[config.mk]
export PLATFORM = sky130hd
export DESIGN_NAME = drr_len_store
export DESIGN_NICKNAME = d
export VERILOG_FILES = /design/src/hw/rtl/drr_pkg.sv /design/src/hw/rtl/drr_len_store.sv
export SDC_FILE = /design/constraint.sdc
export NUM_CORES = 2
export LEC_CHECK = 0
export BUFFER_PORTS_ARGS = -buffer_cell sky130_fd_sc_hd__buf_2
export CAP_MARGIN = 5
export CORE_ASPECT_RATIO = 0.8
export CORE_MARGIN = 5
export CORE_UTILIZATION = 48
export CTS_CLUSTER_DIAMETER = 100
export CTS_CLUSTER_SIZE = 24
export DETAILED_ROUTE_END_ITERATION = 16
export PLACE_DENSITY = 0.73
export SYNTH_ARGS = -nofsm -noshare
export SYNTH_HDL_FRONTEND = slang
export SYNTH_SLANG_ARGS = --single-unit
export TNS_END_PERCENT = 5
[constraint.sdc]
create_clock -name clk -period 3.96 [get_ports clk]
set_input_delay 0.198 -clock clk [delete_from_list [all_inputs] [get_ports clk]]
set_output_delay 0.198 -clock clk [all_outputs]
set_load 0.01 [all_outputs]
[src/hw/rtl/drr_pkg.sv]
// Shared types and constants of the deficit round robin scheduler.
// Used by drr_len_store, drr_mod_unit and deficit_round_robin_scheduler.
// No dependencies.
package drr_pkg;

  localparam int NUM_QUEUES = 4;
  localparam int FIFO_DEPTH = 64;

  // Widths fixed by the item fields.
  localparam int QIDX_W  = 2;
  localparam int LEN_W   = 16;
  localparam int QCNT_W  = 3;
  localparam int STAT_W  = 3;
  localparam int CIDX_W  = 3;
  localparam int QUANT_REGS = 4;

  // Widths that follow from the storage sizes.
  localparam int SLOT_W = (FIFO_DEPTH > 1) ? $clog2(FIFO_DEPTH) : 1;
  localparam int FILL_W = $clog2(FIFO_DEPTH + 1);
  localparam int ADDR_W = $clog2(NUM_QUEUES * FIFO_DEPTH);

  // Remainder unit produces one quotient bit per cycle.
  localparam int DIV_STEPS = LEN_W;
  localparam int DCNT_W    = $clog2(DIV_STEPS);

  // Stream widths: tdata rounded up to whole bytes.
  localparam int S_DATA_W = ((QIDX_W + LEN_W + 7) / 8) * 8;
  localparam int M_DATA_W = ((QIDX_W + 2 * LEN_W + 7) / 8) * 8;

  // Configuration register indexes.
  localparam logic [CIDX_W-1:0] CFG_QUANTUM0      = 3'd0;
  localparam logic [CIDX_W-1:0] CFG_QUEUES_IN_USE = 3'd4;

  localparam logic [LEN_W-1:0]  QUANTUM_RESET = 16'd1500;

  typedef enum logic [STAT_W-1:0] {
    ST_ENQUEUED  = 3'd0,
    ST_FULL      = 3'd1,
    ST_SCHEDULED = 3'd2,
    ST_EMPTY     = 3'd3,
    ST_BADQ      = 3'd4
  } status_t;

  typedef enum logic {
    KIND_ENQUEUE = 1'b0,
    KIND_REQUEST = 1'b1
  } kind_t;

  typedef struct packed {
    logic             start;
    logic [LEN_W-1:0] dividend;
    logic [LEN_W-1:0] divisor;
  } mod_req_t;

  typedef struct packed {
    logic             done;
    logic [LEN_W-1:0] rem;
  } mod_rsp_t;

endpackage

[src/hw/rtl/drr_len_store.sv]
// Packet length store shared by all queues, one region per queue.
// Depends on drr_pkg for widths.
module drr_len_store (
  input  logic                       clk,
  input  logic                       we,
  input  logic [drr_pkg::ADDR_W-1:0] waddr,
  input  logic [drr_pkg::LEN_W-1:0]  wdata,
  input  logic                       re,
  input  logic [drr_pkg::ADDR_W-1:0] raddr,
  output logic [drr_pkg::LEN_W-1:0]  rdata
);

  logic [drr_pkg::LEN_W-1:0] mem [drr_pkg::NUM_QUEUES * drr_pkg::FIFO_DEPTH];

  always_ff @(posedge clk) begin
    if (we) begin
      mem[waddr] <= wdata;
    end
  end

  always_ff @(posedge clk) begin
    if (re) begin
      rdata <= mem[raddr];
    end
  end

endmodule

### Word-level counts from Yosys, hierarchy flattened

Memory sizes are Yosys's and may differ from the RTL's. A register that Yosys moved wholly into a read port is not among the register bits.
Index checks and enable logic that the tools add are counted.

* logic and storage cells: 3
* memories kept: 1
* bits in writable memories: 4096
* output and inout bits: 16
* register bits: 0
* input port bits: 35

* mux-type cells: 2

Memories
* mem: depth 256, bits a word 16, read ports 1, clocked after Yosys merged registers in 1, wr ports 1, RTL line drr_len_store.sv:13 `logic [drr_pkg::LEN_W-1:0] mem [drr_pkg::NUM_QUEUES * drr_pkg::FIFO_DEPTH];`

Operator list (number)
* two-way mux 1 bit: 2

### Longest topological paths before layout

* depth in word-level cells: 2
* mapped depth: 12
* gate-level depth less buffers: 6

### Worst setup path before layout

No wires, ideal clock.

* path type: input to register
* from: input port raddr[0] (netlist bit)
* to: register rdata[4] (netlist bit) (read register of mem), data pin
* path buffers: 3
* arrival time: 2.182 ns
* library setup time: 0.265 ns
* data required time: 3.695 ns
* stages on the path: 8
* setup slack: 1.513 ns
* path through: buf_6 -> buf_6 -> buf_2 -> mux4_2 -> mux4_2 -> a22o_1 -> o32ai_2 -> nor4_2

RTL lines
* start, declared: RTL line drr_len_store.sv:9 `input logic [drr_pkg::ADDR_W-1:0] raddr,`
* end, declared: RTL line drr_len_store.sv:10 `output logic [drr_pkg::LEN_W-1:0] rdata`

==> impl_metrics.csv <==
group,metric,value,unit
layout,area_growth,9.00,%
yosys,synth-simple-area-share,1.57,%
setup_path,setup.worst_path.class,"reg -> reg",
run_status,run_status,"finished clean",
global_route,use_met1,33.4,%
sta,rsz0062_at_grt,"false",
yosys,synth_xor_area_share,0,%
yosys,synth_top_family_by_area,"multiplexers",
floorplan,core,331000,um2
setup_path,cp_slowest_stage_delay,0.80,ns
sta,tightest_slew,1.27,ns
yosys,synth_mux_area_share,15.5,%
floorplan,fp.dieW,653,um
placed_design,routabilityCongestion,0.901,
placed_design,portBuffers,50,
floorplan,die-height,525,um
setup_path,end_kind,"flop",
global_route,gr-usage-all-layers,23.5,%
setup_path,rr_worst_depth,7,
sta,clock_skew,0.0694,ns
power,peakVddDrop,0.466,mV
sta,period_share,81.5,%
global_route,grt_pass1_vias,77300,
setup_path,critPathLaunchType,"flop",
cts,post_cts_resized,0,
yosys,yosysTopAreaCellShare,77.7,%
global_route,gr-total-overflow,0,
setup_path,required,4.59,ns
global_route,grt_max_degree,157,
setup_path,timing.rr.start,"mem[130][9]",
yosys,ys_top_cells_by_area,"edfxtp_1 (78%), mux4_2 (11%), mux2i_1 (3.6%), o221ai_1 (1.4%), nor2_1 (0.72%)",
floorplan,io_pins,51,
global_route,top_usage_layer,"met2",
placed_design,placed_cell_area,168000,um2
cts,cts_buffers,197,
yosys,synthFlopType,"edfxtp_1",
yosys,ys_ff_latch,4112,
yosys,synth.distinct_cells,51,
floorplan,initial_core_util,48.1,%
setup_path,startpoint,"mem[130][9]",
layout,final_util,52.4,%
worst_hold_path,worstHoldPathType,"in -> reg",
sta,timing.hold.ws,0.0700,ns
setup_path,cp_slowest_cell,"a221oi_1",
sta,fin_ws,0.733,ns
setup_path,rrSetupSlack,0.73,ns
yosys,synth_area,159000,um2
setup_path,critPathCapture,"rdata[9]",
yosys,syn_inst,7360,
sta,max_slew_margin,14.7,%
layout,final_common_cell,"edfxtp_1",
setup_path,crit_chain,"mux4_2, mux2_2, a221oi_1, o31ai_1, buf_4, o32ai_1, nor4_1",
cts,cts_hold_buf,17,
detailed_routing,vias_per_cell,6.53,
detailed_routing,drt_drc_violations_left,0,
placed_design,dp_slack,-0.00306,ns
yosys,yosys.area.top_type,"edfxtp_1",
sta,maxSlewViolCount,0,
detailed_routing,wl,409,mm
floorplan,rows,189,
cts,clk_pin_slew,0.09,ns
setup_path,path_max_fanout,1,
yosys,ys.warnings.count,0,
yosys,async_reset_ff_share,0,%
global_route,antenna_found_initial,29,
cts,cts_tree,"done",
sta,finalHoldViolations,0,
layout,final_nets,7841,
yosys,synth-seq-area-share,77.7,%
cts,cts_setup_buffers,0,
detailed_routing,initialDrtViolationCount,13400,
cts,htree_levels,4,
floorplan,die-area,343000,um2
layout,fin_area,173000,um2
flow_run,cap_viol_max_count,0,
cts,clk_latency,0.92,ns
cts,cts.sinks,4112,
power,power-per-cell-area,430,nW/um2
layout,drive_gt1_share,23.4,%
cts,cts_buffer_depth,4,
setup_path,crit_arrival,3.86,ns
yosys,synth_compound_area_share,3.53,%
global_route,grt_pass1_wl,578,mm
placed_design,hpwl,250,mm
sta,setup_viol_count_final,0,
global_route,met3_usage,7.22,%
layout,final_cell_mix,"edfxtp_1 (4,112), mux4_2 (797), mux2i_1 (565), buf_4 (565), nor2_1 (270)",
yosys,synthAdderAreaFrac,0,%
yosys,avgSynthCellArea,21.6,um2
global_route,use_met2,34.8,%
sta,period_minus_slack,3.23,ns
yosys,synth_edf_count,4112,
detailed_routing,firstDrtPassIters,6,
setup_path,rr_endpoint,"rdata[9]",
power,p_leak,54.0,nW
detailed_routing,vias,79800,
sta,fmax,310,MHz
detailed_routing,ant_nets,0,
yosys,syn_nets,7395,
power,design_power_total,74.4,mW
cts,ctsRootBufferMaster,"clkbuf_16",
detailed_routing,wl_per_cell,33.5,um
==> through the flow <==
stage / setup TNS [ns] / cells
after floorplan: 0 / 7360
after global placement: 0 / 12000
after detailed placement: -0.00306 / 12000
after CTS: 0 / 12200
after global routing: 0 / 12200
final: 0 / 12200
==> worst min path at each step <==
stage | start | to | slack (ns) | cells after the start
finish | waddr[1] | mem[167][6] | 0.07 | 4
global route | waddr[1] | mem[167][2] | 0.06 | 4
CTS | waddr[1] | mem[171][9] | 0.002 | 4
floorplan | wdata[0] | mem[0][0] | 0.30 | 0
detailed placement | wdata[6] | mem[181][6] | 0.47 | 1
global placement | wdata[6] | mem[190][6] | 0.47 | 1
==> metal layers <==
layer	routed length [um]	vias to the layer above
met5	91	-
met3	58300	710
met2	185000	5417
li1	-	31800
met4	16100	14
met1	150000	41900
==> Yosys cell counts, types with 11 or more instances <==
cell type	instances
buf_4	26
a22oi_1	43
nor2_1	304
a21oi_1	175
a22o_1	32
nor4_1	17
buf_1	27
o32ai_1	20
o221ai_1	252
clkbuf_1	230
edfxtp_1	4112
buf_2	76
nand3_1	35
nand4_1	26
a211oi_1	18
mux4_2	797
o31ai_1	16
mux2_2	88
buf_8	11
nand2_1	38
o21ai_0	37
o22ai_1	148
nor3_1	92
mux2i_1	565
and3_1	11
a221oi_1	28
buf_6	77
==> registers in the layout (all words and copies together), names as in the netlist <==
| name | flops |
|---|---|
| rdata | 16 |
| mem | 4096 |
==> cell type report <==
class | count | area, um2
flip-flops and latches | 4112 | 123000
well taps | 4393 | 5500
repair buffers | 699 | 6200
clock buffers | 200 | 5000
diodes | 13 | 32.5
clock inverters | 7 | 81.3
fillers | 24800 | 157000
inverters | 4 | 27.5
multi-input cells | 2792 | 32900
==> cells by family (layout without fill, tap and decap cells) <==
family | Yosys count | in the layout
compound gates | 786 | 786
buf+inv | 456 | 910
flops | 4112 | 4112
mux | 1450 | 1450
other cells | 0 | 13
simple gates | 556 | 556
==> power breakdown <==
group	switching, mW	internal (mW)
clock network	12.7	9.11
registers	0.0492	47.9
logic	3.01	1.61
total	15.7	58.7
==> critical path, delay by kind of cell, from the launching register on <==
kind                   cells  cell delay [ns]
AO/OA/AOI/OAI              3             1.48
buffers and inverters      1             0.20
flip-flops                 1             0.38
multiplexers               2             0.77
AND/OR/NAND/NOR            1             0.16
Note: power is estimated with default switching activity, not from simulation.
