==> src/hw/rtl/drr_pkg.sv <==
// Shared types and constants of the deficit round robin scheduler.
// Used by drr_len_store, drr_mod_unit and deficit_round_robin_scheduler.
// No dependencies.
package drr_pkg;

  localparam int NUM_QUEUES = 4;
  localparam int FIFO_DEPTH = 64;

  // Widths fixed by the item fields.
  localparam int QIDX_W  = 2;
  localparam int LEN_W   = 16;
  localparam int QCNT_W  = 3;
  localparam int STAT_W  = 3;
  localparam int CIDX_W  = 3;
  localparam int QUANT_REGS = 4;

  // Widths that follow from the storage sizes.
  localparam int SLOT_W = (FIFO_DEPTH > 1) ? $clog2(FIFO_DEPTH) : 1;
  localparam int FILL_W = $clog2(FIFO_DEPTH + 1);
  localparam int ADDR_W = $clog2(NUM_QUEUES * FIFO_DEPTH);

  // Remainder unit produces one quotient bit per cycle.
  localparam int DIV_STEPS = LEN_W;
  localparam int DCNT_W    = $clog2(DIV_STEPS);

  // Stream widths: tdata rounded up to whole bytes.
  localparam int S_DATA_W = ((QIDX_W + LEN_W + 7) / 8) * 8;
  localparam int M_DATA_W = ((QIDX_W + 2 * LEN_W + 7) / 8) * 8;

  // Configuration register indexes.
  localparam logic [CIDX_W-1:0] CFG_QUANTUM0      = 3'd0;
  localparam logic [CIDX_W-1:0] CFG_QUEUES_IN_USE = 3'd4;

  localparam logic [LEN_W-1:0]  QUANTUM_RESET = 16'd1500;

  typedef enum logic [STAT_W-1:0] {
    ST_ENQUEUED  = 3'd0,
    ST_FULL      = 3'd1,
    ST_SCHEDULED = 3'd2,
    ST_EMPTY     = 3'd3,
    ST_BADQ      = 3'd4
  } status_t;

  typedef enum logic {
    KIND_ENQUEUE = 1'b0,
    KIND_REQUEST = 1'b1
  } kind_t;

  typedef struct packed {
    logic             start;
    logic [LEN_W-1:0] dividend;
    logic [LEN_W-1:0] divisor;
  } mod_req_t;

  typedef struct packed {
    logic             done;
    logic [LEN_W-1:0] rem;
  } mod_rsp_t;

endpackage

==> src/hw/rtl/drr_mod_unit.sv <==
// Restoring remainder unit: one quotient bit per cycle.
// Depends on drr_pkg for the request and response types.
module drr_mod_unit (
  input  logic              clk,
  input  logic              rst,
  input  drr_pkg::mod_req_t req,
  output drr_pkg::mod_rsp_t rsp
);

  logic                       busy;
  logic                       done;
  logic [drr_pkg::DCNT_W-1:0] cnt;
  logic [drr_pkg::LEN_W-1:0]  rem;
  logic [drr_pkg::LEN_W-1:0]  dvd;
  logic [drr_pkg::LEN_W-1:0]  dsr;
  logic [drr_pkg::LEN_W:0]    trial;
  logic [drr_pkg::LEN_W:0]    diff;

  assign trial = {rem, dvd[drr_pkg::LEN_W-1]};
  assign diff  = trial - {1'b0, dsr};

  always_ff @(posedge clk) begin
    if (rst) begin
      busy <= 1'b0;
      done <= 1'b0;
      cnt  <= '0;
    end else begin
      done <= 1'b0;
      if (req.start) begin
        busy <= 1'b1;
        cnt  <= '0;
        rem  <= '0;
        dvd  <= req.dividend;
        dsr  <= req.divisor;
      end else if (busy) begin
        // The partial remainder stays below the divisor, so trial fits.
        if (!diff[drr_pkg::LEN_W]) begin
          rem <= diff[drr_pkg::LEN_W-1:0];
        end else begin
          rem <= trial[drr_pkg::LEN_W-1:0];
        end
        dvd <= {dvd[drr_pkg::LEN_W-2:0], 1'b0};
        cnt <= cnt + 1'b1;
        if (cnt == drr_pkg::DCNT_W'(drr_pkg::DIV_STEPS - 1)) begin
          busy <= 1'b0;
          done <= 1'b1;
        end
      end
    end
  end

  assign rsp.done = done;
  assign rsp.rem  = rem;

  a_nonzero_divisor: assert property (@(posedge clk) disable iff (rst)
    req.start |-> req.divisor != '0)
    else $error("remainder unit started with a zero divisor");

  a_no_restart: assert property (@(posedge clk) disable iff (rst)
    busy |-> !req.start)
    else $error("remainder unit restarted while busy");

  a_done_after_busy: assert property (@(posedge clk) disable iff (rst)
    done |-> $past(busy))
    else $error("remainder done without a running division");

endmodule

==> config.mk <==
export PLATFORM = sky130hd
export DESIGN_NAME = drr_mod_unit
export DESIGN_NICKNAME = d
export VERILOG_FILES = /design/src/hw/rtl/drr_pkg.sv /design/src/hw/rtl/drr_mod_unit.sv
export SDC_FILE = /design/constraint.sdc
export NUM_CORES = 1
export LEC_CHECK = 0
export BUFFER_PORTS_ARGS = -buffer_cell sky130_fd_sc_hd__buf_2
export CORE_AREA = 2 2 102 84
export DETAILED_ROUTE_END_ITERATION = 7
export DIE_AREA = 0 0 104 86
export HOLD_SLACK_MARGIN = 0.03
export SLEW_MARGIN = 20
export SYNTH_ARGS = -nofsm -noshare
export SYNTH_HDL_FRONTEND = slang
export SYNTH_SLANG_ARGS = --single-unit
==> constraint.sdc <==
create_clock -name clk -period 4.7 [get_ports clk]
set_clock_uncertainty 0.1 [all_clocks]
set_input_delay 0.94 -clock clk [delete_from_list [all_inputs] [get_ports clk]]
set_output_delay 0.94 -clock clk [all_outputs]
set_load 0.01 [all_outputs]
# Word level (Yosys, flattened, before mapping)
# Cells that the tools add are included.
# word_totals
regBits	54
input_bits	35
# op_classes
n_addsub	2
n_eq_ne	1
n_mux	8
bitwise	2
reduce_logical	5
# op_table
operator	count
two-way mux 16 bit	4
subtractor 17 x 16 -> 17 bit	1
adder 4 x 1 -> 4 bit, second input constant	1
== test 4 bit, second input constant	1
two-way mux 1 bit	4
AND reduction 2 bit	2
OR reduction 3 bit	1
NOT 1 bit	2
nonzero test 2 bit	1
OR reduction 2 bit	1

# Depth between registers and ports, before layout
# Gate-level depths: netlist of the first run.
# depth
word_depth	4
depth_mapped	11

# Worst setup path before layout of the first run
# No wires, ideal clock.
# synth_timing
path_type	input -> register
from	input req[32] (netlist name)
to	register dvd[0] (netlist name) (enable)
setup_ps	422
arrival_time_ps	2881
setup_slack_ps	1297
cell_stages	4
path_cell_list	buf_2 > buf_1 > nor2_1 > nor2_1
# synth_via
elab_chain_len	2
# synth_rtl
item	line	text
start, declared	drr_mod_unit.sv:6	input drr_pkg::mod_req_t req,
nonzero test 2 bit (no line)	-	
AND reduction 2 bit (no line)	-	
end signal, assigned	drr_mod_unit.sv:33	dvd <= req.dividend;
end signal, assigned	drr_mod_unit.sv:42	dvd <= {dvd[drr_pkg::LEN_W-2:0], 1'b0};
end, declared	drr_mod_unit.sv:14	logic [drr_pkg::LEN_W-1:0] dvd;
# Every way passes these cells.
# A chain may end at the register's enable or synchronous reset.

# Worst setup path after layout of the first run
# layout_timing
from	register dsr[0] (netlist name)
to	register rem[0] (netlist name), data pin
# layout_via
elab_chain_len	3
# layout_rtl
item	line	text
start, declared	drr_mod_unit.sv:15	logic [drr_pkg::LEN_W-1:0] dsr;
start signal, assigned	drr_mod_unit.sv:34	dsr <= req.divisor;
subtractor 17 x 16 -> 17 bit	drr_mod_unit.sv:20	assign diff = trial - {1'b0, dsr};
two-way mux 16 bit	drr_mod_unit.sv:37	if (!diff[drr_pkg::LEN_W]) begin
two-way mux 16 bit	drr_mod_unit.sv:35	end else if (busy) begin
end signal, assigned	drr_mod_unit.sv:38	rem <= diff[drr_pkg::LEN_W-1:0];
end signal, assigned	drr_mod_unit.sv:40	rem <= trial[drr_pkg::LEN_W-1:0];
end, declared	drr_mod_unit.sv:13	logic [drr_pkg::LEN_W-1:0] rem;
# Every way passes these cells. The select of a mux whose other input is x is not followed.

==> results by group, run 1 <==
Pwr
  • Overall Power: about 1200 uW
  • Reported net switching power: around 370 uW
  • Sequential share of power: 0.482
  • Int Pwr: about 860 uW
  • LEAKAGE: 0.00149 uW
  • PwrDens: ~350 mW/mm^2
  • Clk network pwr share: 0.231
  • Combinational Power Share: 0.287
  • VDD IR-drop max: around 0.16 mV
  • Switching Share: 0.303

Worst setup path
  • R2R setup slack: about 1.5 ns
  • Slowest stage delay, CP: approximately 0.5 ns
  • CP Max Fanout: 11
  • CP Cell Sequence: ha_1, fa_1, nand2b_1, a21oi_2, o211ai_2, nand3_2, xor2_2, buf_4, mux2_4, nor2_2
  • CP required: about 4.8 ns
  • Max stage delay cell, worst path: xor2_2
  • Crit. End Element: flip-flop
  • CP Launch Type: flip-flop
  • Crit Path Class: reg2reg
  • Critical path arrival: approximately 3.2 ns

Global route
  • GR Util All Layers: 0.138
  • Largest net degree at the start of global routing: 40
  • Vias in the first global route: between 1500 and 2000
  • Gr ovfl total: 0
  • Initial antenna violation count: 0
  • First-pass GRT wire length: approximately 9.8 mm

Synth
  • Gate Count Post-Synth: approximately 260
  • Post-Syn Nets: ~310
  • Post-synthesis sequential area ratio: 0.515
  • Synthesized flop and latch total: 54
  • Unique cell type count in the Yosys netlist: between 50 and 60
  • Cell area after synthesis: 0.00303 sq mm
  • Yosys Warn Count: 0
  • Synth Area per Inst: 11.6 sq um

Route
  • DR vias: 2061
  • Initial drt markers: 71
  • Detailed-route vias per instance: 4.87
  • DRC: 0
  • Routed Antenna Nets: 0
  • Wire length per cell: ~14 microns
  • Router iterations before antenna repair: 4
  • Total wire length: around 6 mm

Layout
  • Nets: 367
  • Inserted Diodes: 0
  • Most common cell after layout, fill and taps aside: buf_2
  • Area delta synth->final: 15.8%
  • Commonest cells after routing, fill and taps aside: buf_2, edfxtp_1, inv_1
  • Layout cells sized above 1: 0.295

Timing
  • Final min period: 3.15 ns
  • Pins over their slew limit: 0
  • Final setup fails: 0
  • Fin. Hold Viols: 0
  • Relative slew slack: 0.496
  • RSZ-0062 raised after global routing: no
  • Fmax: around 320 MHz
  • Tcrit/Tclk final: 0.671
  • Worst-margin pin slew: roughly 0.75 ns
  • Sum Neg Setup Slack: 0 ns

Die
  • Die area: 0.00894 sq mm
  • Core Area: roughly 0.0078 sq mm
  • # IOs: 52
  • Row count: 29
  • Die Wd: between 100 and 150 microns
  • Chip Height: between 80 and 90 microns
  • Initial Util: 0.387

Clock network
  • Root Buffer Master: clkbuf_8
  • Worst skew pair latency: between 0.3 and 0.4 ns
  • # H-tree levels: 2
  • Bufs on Longest Clock Path: 2
  • Clock-pin slew on the worst setup and hold paths: approximately 0.10 ns
  • # resized after CTS: 0
  • Hold buffers post-CTS: 0
  • Setup Buffers After CTS: 0
  • Sink Count: between 50 and 60
  • CTS tree: done
  • TritonCTS Buffers: 5

Place
  • # port buffers: around 50
  • Detailed placement HPWL: 4.23 mm
  • Final Wtd Congestion: roughly 0.84

Min path
  • HP Class: reg2reg

Run
  • MaxCap Viol Count: 0

Status
  • Result of the run: completed
-- per-stage QoR --
stage | area [sq um] | std cells | hold slack [ns] | worst slack, ns | util
CTS | 3510 | 423 | 0.388 | 1.52 | 0.448
detailed placement | 3410 | 415 | 0.372 | 1.55 | 0.435
finish | 3510 | 423 | 0.379 | 1.55 | 0.448
floorplan | 3030 | 261 | 0.350 | 1.30 | -
global route | 3510 | 423 | 0.431 | 1.33 | 0.448
global placement | 3410 | 415 | 0.374 | 1.62 | 0.435
-- worst paths after layout --
| check | cells past startpoint | startpoint | endpoint |
|---|---|---|---|
| max | 10 | dsr[0] | rem[0] |
| min | 2 | cnt[3] | done |
| max reg2reg | 10 | dsr[0] | rem[0] |
| min reg2reg | 2 | cnt[3] | done |
-- metal layers --
metal | global-route usage | wire, microns | up-vias
met5 | 0 | 0 | -
met4 | 0.0295 | 49 | 0
met1 | 0.189 | 2810 | 965
met2 | 0.211 | 2550 | 51
met3 | 0.0524 | 442 | 7
li1 | - | - | 1038
-- final cells by class --
type / instances / area, sq um
Clock buffer: 6 / 82.6
Clock inverter: 2 / 15.0
Fill cell: 784 / 4330
Inverter: 23 / 86.3
Multi-Input combinational cell: 175 / 1330
Sequential cell: 54 / 1560
Tap cell: 108 / 135
Timing Repair Buffer: 55 / 298
-- registers in the layout (all words and copies together) (netlist names) --
signal  flops
dvd        16
dsr        16
busy        1
rem        16
cnt         4
done        1
-- worst max-delay path: cells and delay by family (launching register included) --
kind | cells | cell delay, ns
adders and majority gates | 2 | 0.63
xor gates and xnor gates | 1 | 0.51
DFF | 1 | 0.38
and+or+nand+nor | 3 | 0.38
AOI/OAI and AO/OA | 2 | 0.37
buffers and inverters | 1 | 0.34
muxes | 1 | 0.32
-- logic make-up (layout without fill, tap and decap cells) --
group                    Yosys count  after routing  share of synthesized area
multiplexers                      28             28                      0.102
buffers and inverters             32             86                     0.0466
AO/OA/AOI/OAI                     44             44                     0.0970
AND/OR/NAND/NOR                   71             71                      0.120
flip-flops                        54             54                      0.515
adder cells (fa/ha/maj)           18             18                     0.0768
XOR/XNOR                          14             14                     0.0429
-- synth_stat cells, drive strengths merged --
cell type | number | area [sq um]
or3 | 1 | 6.26
a21o | 4 | 30.0
mux2 | 17 | 199
dfxtp | 6 | 120
mux2i | 11 | 110
a2111oi | 2 | 17.5
nor3 | 3 | 15.0
xor2 | 8 | 77.6
clkbuf | 2 | 7.51
a21oi | 16 | 87.6
o21bai | 1 | 7.51
nor4b | 1 | 8.76
a41o | 1 | 10.0
nand4 | 2 | 12.5
nor2 | 23 | 91.3
or2 | 1 | 6.26
and2 | 1 | 6.26
nand2 | 18 | 67.6
nor2b | 5 | 33.8
nand3 | 3 | 20.0
buf | 7 | 47.6
a2bb2oi | 1 | 8.76
nor3b | 1 | 7.51
a221o | 1 | 10.0
a221oi | 1 | 15.0
edfxtp | 48 | 1440
and4 | 1 | 8.76
o21a | 1 | 7.51
fa | 1 | 20.0
o21ai | 10 | 50.0
nand3b | 2 | 15.0
ha | 17 | 213
and3 | 2 | 12.5
xnor2 | 6 | 52.6
nand2b | 6 | 42.5
inv | 23 | 86.3
and2b | 1 | 8.76
o31ai | 1 | 7.51
o211ai | 3 | 27.5
a211oi | 2 | 15.0
-- power groups by stage --
stage / sequential (uW) / clock, uW / combinational [uW]
2_1_floorplan: 606 / 0 / 269
3_3_place_gp: 603 / 0 / 347
3_5_place_dp: 604 / 0 / 354
4_1_cts: 593 / 294 / 356
5_1_grt: 597 / 315 / 398
6_report: 592 / 284 / 353
No activity file was read; power rests on OpenSTA's default activity.
==> run 2: changes to the inputs <==
==> constraint.sdc (replaced) <==
create_clock -name clk -period 3.31 [get_ports clk]
set_clock_uncertainty 0.1 [all_clocks]
set_input_delay 0.662 -clock clk [delete_from_list [all_inputs] [get_ports clk]]
set_output_delay 0.662 -clock clk [all_outputs]
set_load 0.01 [all_outputs]
==> run 2 against run 1 <==
  * Worst setup slack worse by 0.93 ns
  * Sequential power rose by 42%
  * Clock power increased by 61%
  * Combinational power increased by 44%
  * Largest cell class unchanged
==> results by group, run 2 (synthesis gave the netlist of run 1 again) <==
Layout
  • Multi-input gate area: between 0.001 and 0.0015 sq mm
  • Nets: ~370
  • Area delta synth->final: 16.6%
  • Reg area: roughly 0.0016 sq mm
  • Layout cells sized above 1: 0.297
  • Commonest cells after routing, fill and taps aside: buf_2, edfxtp_1, inv_1
  • # fillers: slightly below 800
  • Top Registers: dsr (16), dvd (16), rem (16)
  • Inserted Diodes: 0
  • Most common cell after layout, fill and taps aside: buf_2

Global route
  • GR Util All Layers: 0.141
  • First-pass GRT wire length: just under 10 mm
  • Largest net degree at the start of global routing: 26
  • Gr ovfl total: 0
  • Vias in the first global route: a little over 2000
  • Initial antenna violation count: 0

Die
  • Row count: 29
  • Initial Util: 0.387
  • Chip Height: 86 microns
  • # IOs: 52
  • Core Area: approximately 0.0078 sq mm
  • Die area: 0.00894 sq mm
  • Die Wd: approximately 100 microns

Clock network
  • CTS tree: done
  • Worst skew pair latency: 0.31 ns
  • # H-tree levels: 2
  • Hold buffers post-CTS: 0
  • Sink Count: 54
  • TritonCTS Buffers: 5
  • Root Buffer Master: clkbuf_8
  • Bufs on Longest Clock Path: 2
  • Setup Buffers After CTS: 0
  • Clock-pin slew on the worst setup and hold paths: ~0.10 ns
  • # resized after CTS: 0

Timing
  • Final setup fails: 0
  • Pins over their slew limit: 0
  • Tcrit/Tclk final: 0.814
  • Worst setup margin: roughly 0.6 ns
  • Worst-margin pin slew: 0.539 ns
  • Relative slew slack: 0.638
  • Fmax: 371 MHz
  • Sum Neg Setup Slack: 0 ns
  • RSZ-0062 raised after global routing: no
  • Final min period: 2.69 ns
  • Hold_ws: roughly 0.39 ns
  • Fin. Hold Viols: 0

Place
  • Detailed placement HPWL: roughly 4.3 mm
  • # port buffers: between 50 and 60
  • Place WS: around 0.64 ns
  • Final Wtd Congestion: between 0.8 and 0.9

Pwr
  • LEAKAGE: roughly 0.0015 uW
  • Clk network pwr share: 0.253
  • Sequential share of power: 0.465
  • Reported net switching power: 541 uW
  • Switching Share: 0.299
  • Int Pwr: 1270 uW
  • Combinational Power Share: 0.281
  • PwrDens: slightly above 500 mW/mm^2
  • VDD IR-drop max: between 0.2 and 0.25 mV

Route
  • Routed Antenna Nets: 0
  • Wire length per cell: between 10 and 15 microns
  • Router iterations before antenna repair: 5
  • DR vias: between 2000 and 2500
  • Initial drt markers: 61
  • Total wire length: 5.94 mm
  • DRC: 0
  • Detailed-route vias per instance: around 4.8

Worst setup path
  • CP Launch Type: flip-flop
  • CP Max Fanout: 10
  • Critical path arrival: ~2.8 ns
  • Crit. End Element: flip-flop
  • Slowest stage delay, CP: ~0.4 ns
  • CP required: 3.39 ns
  • CP Cell Sequence: inv_1, ha_1, fa_1, nand2b_1, a21oi_2, o211ai_2, nand3_2, xor2_2, buf_4, mux2_4, nor2_2
  • Crit Path Class: reg2reg
  • Max stage delay cell, worst path: fa_1

Status
  • Result of the run: completed

Min path
  • HP Class: reg2reg

Run
  • MaxCap Viol Count: 0
[run 2: changes by cell type in the layout (fill, tap and decap cells not counted), sizes merged]
cell and delta:
buf +1, clkbuf +1, inv -1
[run 2: worst paths after layout]
path,slack (ns),to,cells after the start,startpoint
max,0.62,rem[1],11,dvd[15]
min,0.39,done,2,cnt[3]
max reg2reg,0.62,rem[1],11,dvd[15]
min reg2reg,0.39,done,2,cnt[3]
[run 2: power groups by stage]
stage | Combinational, uW | Sequential [uW] | Clock (uW)
5_1_grt | 569 | 848 | 506
3_5_place_dp | 509 | 858 | 0
6_report | 508 | 841 | 458
4_1_cts | 514 | 842 | 476
3_3_place_gp | 498 | 857 | 0
2_1_floorplan | 382 | 861 | 0
[run 2: final cells by class]
cell class | instances | area share
repair buffers | 56 | 0.0863
multi-input cells | 175 | 0.377
well taps | 108 | 0.0382
inverters | 23 | 0.0244
clock inverters | 1 | 0.00248
clock buffers | 7 | 0.0304
flip-flops and latches | 54 | 0.442
[run 2: metrics by stage]
| stage | std cells | util | area [sq um] | total power [uW] |
|---|---|---|---|---|
| 2_1_floorplan | 261 | - | 3030 | 1240 |
| 3_3_place_gp | 416 | 0.436 | 3420 | 1350 |
| 3_5_place_dp | 416 | 0.436 | 3420 | 1370 |
| 4_1_cts | 424 | 0.451 | 3540 | 1830 |
| 5_1_grt | 424 | 0.451 | 3540 | 1920 |
| 6_report | 424 | 0.451 | 3540 | 1810 |
[run 2: worst max-delay path, delay by kind of cell (launching register included)]
family | cells | cell delay, ns
compound gates | 2 | 0.36
fa+ha+maj | 2 | 0.62
xor+xnor | 1 | 0.15
mux | 1 | 0.32
flops | 1 | 0.34
buf+inv | 2 | 0.30
simple gates | 3 | 0.36
[run 2: routing by layer]
metal  global-route usage  wire length [microns]  up-vias
li1                     -                      -     1043
met3               0.0547                    382       11
met4               0.0405                     91        0
met1                0.185                   2900      935
met2                0.218                   2560       48
met5                    0                      0        -
==> run 3: changes to the inputs <==
==> constraint.sdc (replaced) <==
create_clock -name clk -period 2.25 [get_ports clk]
set_clock_uncertainty 0.1 [all_clocks]
set_input_delay 0.45 -clock clk [delete_from_list [all_inputs] [get_ports clk]]
set_output_delay 0.45 -clock clk [all_outputs]
set_load 0.01 [all_outputs]
==> run 3 against run 2 <==
  * The run now ends with setup timing left
  * Die area is the same
  * Hold slack worse by 0.18 ns
  * Global-route usage rose by 1.2 points
  * Clock power increased by 47%
  * Routed wire length is 8.7% higher
  * First-iteration DRC count did not move
  * Combinational power rose by 110%
  * Critical path depth shrank 1
  * Power is 64% higher
  * Final area grew 15%
==> results by group, run 3 (synthesis gave the netlist of run 1 again) <==
Die
  • Die area: 0.00894 sq mm
  • # IOs: 52
  • Core Area: between 0.007 and 0.008 sq mm
  • Chip Height: between 80 and 90 microns
  • Die Wd: 104 microns
  • Initial Util: 0.387
  • Row count: 29

Clock network
  • Hold buffers post-CTS: 0
  • # H-tree levels: 2
  • Clock-pin slew on the worst setup and hold paths: 0.10 ns
  • CTS tree: done
  • TritonCTS Buffers: 5
  • Sink Count: between 50 and 60
  • Worst skew pair latency: about 0.31 ns
  • Bufs on Longest Clock Path: 2
  • Root Buffer Master: clkbuf_8

Timing
  • Fin. Hold Viols: 0
  • Relative slew slack: 0.751
  • Final setup fails: 16
  • Fmax: roughly 420 MHz
  • Tcrit/Tclk final: 1.07
  • Final min period: around 2.4 ns
  • RSZ-0062 raised after global routing: yes
  • Pins over their slew limit: 0
  • Worst-margin pin slew: approximately 0.36 ns
  • Worst setup margin: -0.159 ns

Route
  • DR vias: between 2000 and 2500
  • Routed Antenna Nets: 0
  • Detailed-route vias per instance: roughly 4.8
  • Total wire length: between 6 and 7 mm
  • Wire length per cell: 13.5 microns
  • Met2 WL: roughly 2.9 mm
  • DRC: 0
  • Initial drt markers: 61
  • Router iterations before antenna repair: 4
  • Routed wl met3: 362 microns
  • Met1 WL: ~3.1 mm
  • DR top layer: met4

Worst setup path
  • Critical Path Start: dsr[0]
  • Crit. End Element: flip-flop
  • R2R setup slack: -0.16 ns
  • Critical path arrival: roughly 2.4 ns
  • Reg2Reg Depth: 10
  • FF-to-FF Start: dsr[0]
  • CP Max Fanout: 7
  • CP required: ~2.2 ns
  • CP Launch Type: flip-flop
  • Reg2reg end: rem[4]
  • Crit Path Class: reg2reg

Layout
  • Layout cells sized above 1: 0.441
  • Commonest cells after routing, fill and taps aside: buf_2, buf_4, edfxtp_1
  • Top Registers: dsr (16), dvd (16), rem (16)
  • Nets: roughly 420
  • Inserted Diodes: 0
  • # fillers: approximately 750
  • Final std cells w/o fill: ~480
  • Area delta synth->final: 34.6%

Place
  • # port buffers: around 50
  • Placed cells: about 460
  • Final Wtd Congestion: around 0.88
  • Place WS: -0.228 ns
  • Detailed placement HPWL: slightly below 5 mm

Global route
  • Largest net degree at the start of global routing: 24
  • Vias in the first global route: 2342
  • GR Util All Layers: 0.153
  • First-pass GRT wire length: between 10 and 15 mm
  • Gr ovfl total: 0
  • Initial antenna violation count: 0

Pwr
  • Clk network pwr share: 0.227
  • Sequential share of power: 0.417
  • Int Pwr: between 2000 and 2500 uW
  • Combinational Power Share: 0.356
  • Reported net switching power: ~880 uW
  • PwrDens: 726 mW/mm^2
  • Switching Share: 0.297
  • LEAKAGE: about 0.0018 uW
  • VDD IR-drop max: 0.315 mV

Run
  • MaxCap Viol Count: 0

Min path
  • Hold Crit Depth: 1
  • Hold Path Sink: dsr[8]
  • HP Class: in2reg
  • Hold path start: req[8]

Status
  • Result of the run: finished with violations
  • Failing checks: setup timing
==> run 3: cell count changes in the layout (fill, tap and decap cells not counted), moves of 2 or more <==
| cell | before | now |
|---|---|---|
| a21oi_2 | 2 | 7 |
| nand2b_4 | 0 | 2 |
| ha_4 | 0 | 3 |
| nor2_2 | 3 | 1 |
| ha_1 | 17 | 13 |
| buf_6 | 0 | 7 |
| nor2_4 | 0 | 2 |
| buf_4 | 4 | 51 |
| o21ai_0 | 3 | 1 |
| a21oi_1 | 14 | 8 |
==> run 3: cell type report <==
type	instances	area (sq um)	share of cell area
repair buffers	110	737	0.181
inverters	23	86.3	0.0212
well taps	108	135	0.0331
flip-flops and latches	54	1560	0.383
clock buffers	7	108	0.0264
multi-input cells	175	1440	0.354
clock inverters	1	8.76	0.00215
==> run 3: worst max-delay path by stage <==
stage,end
detailed placement,rem[15]
floorplan,rem[0]
global placement,rem[15]
finish,rem[4]
CTS,rem[4]
global route,rem[5]
==> run 3: worst max-delay path, stage by stage (launching register included) <==
cell and delay (ns):
edfxtp_1 0.38, ha_2 0.20, fa_2 0.34, nand2b_4 0.16
a21oi_4 0.13, o211ai_2 0.09, nand3_2 0.12, xor2_4 0.24
buf_6 0.18, mux2i_1 0.19, nor2_1 0.05
==> run 3: metal layers <==
layer  vias up  GRT usage
li1       1151          -
met1      1087      0.206
met2        55      0.243
met3         7     0.0441
met4         0     0.0430
met5         -          0
==> run 3: per-stage QoR <==
stage	util	power [uW]	TNS, ns	area (sq um)	hold WS [ns]
after CTS	0.516	2950	-1.83	4040	0.196
final	0.521	2960	-2.13	4080	0.203
after global placement	0.485	2180	-2.39	3800	0.374
after floorplan	-	1840	-1.34	3070	0.350
after detailed placement	0.485	2200	-3.01	3800	0.369
after global routing	0.521	3140	-4.19	4080	0.185
==> run 3: power by group through the flow <==
stage                     Sequential (uW)  Clock (uW)  Combinational (uW)
final                                1230         672                1050
after floorplan                      1270           0                 577
after CTS                            1240         687                1030
after detailed placement             1250           0                 946
after global routing                 1240         732                1160
after global placement               1250           0                 931
==> run 3: timing repair <==
item | CTS | global route
buffers inserted | 7 | 2
pin swaps | 14 | 5
gates resized for setup | 15 | 8
endpoints found under the setup margin | 16 | 16
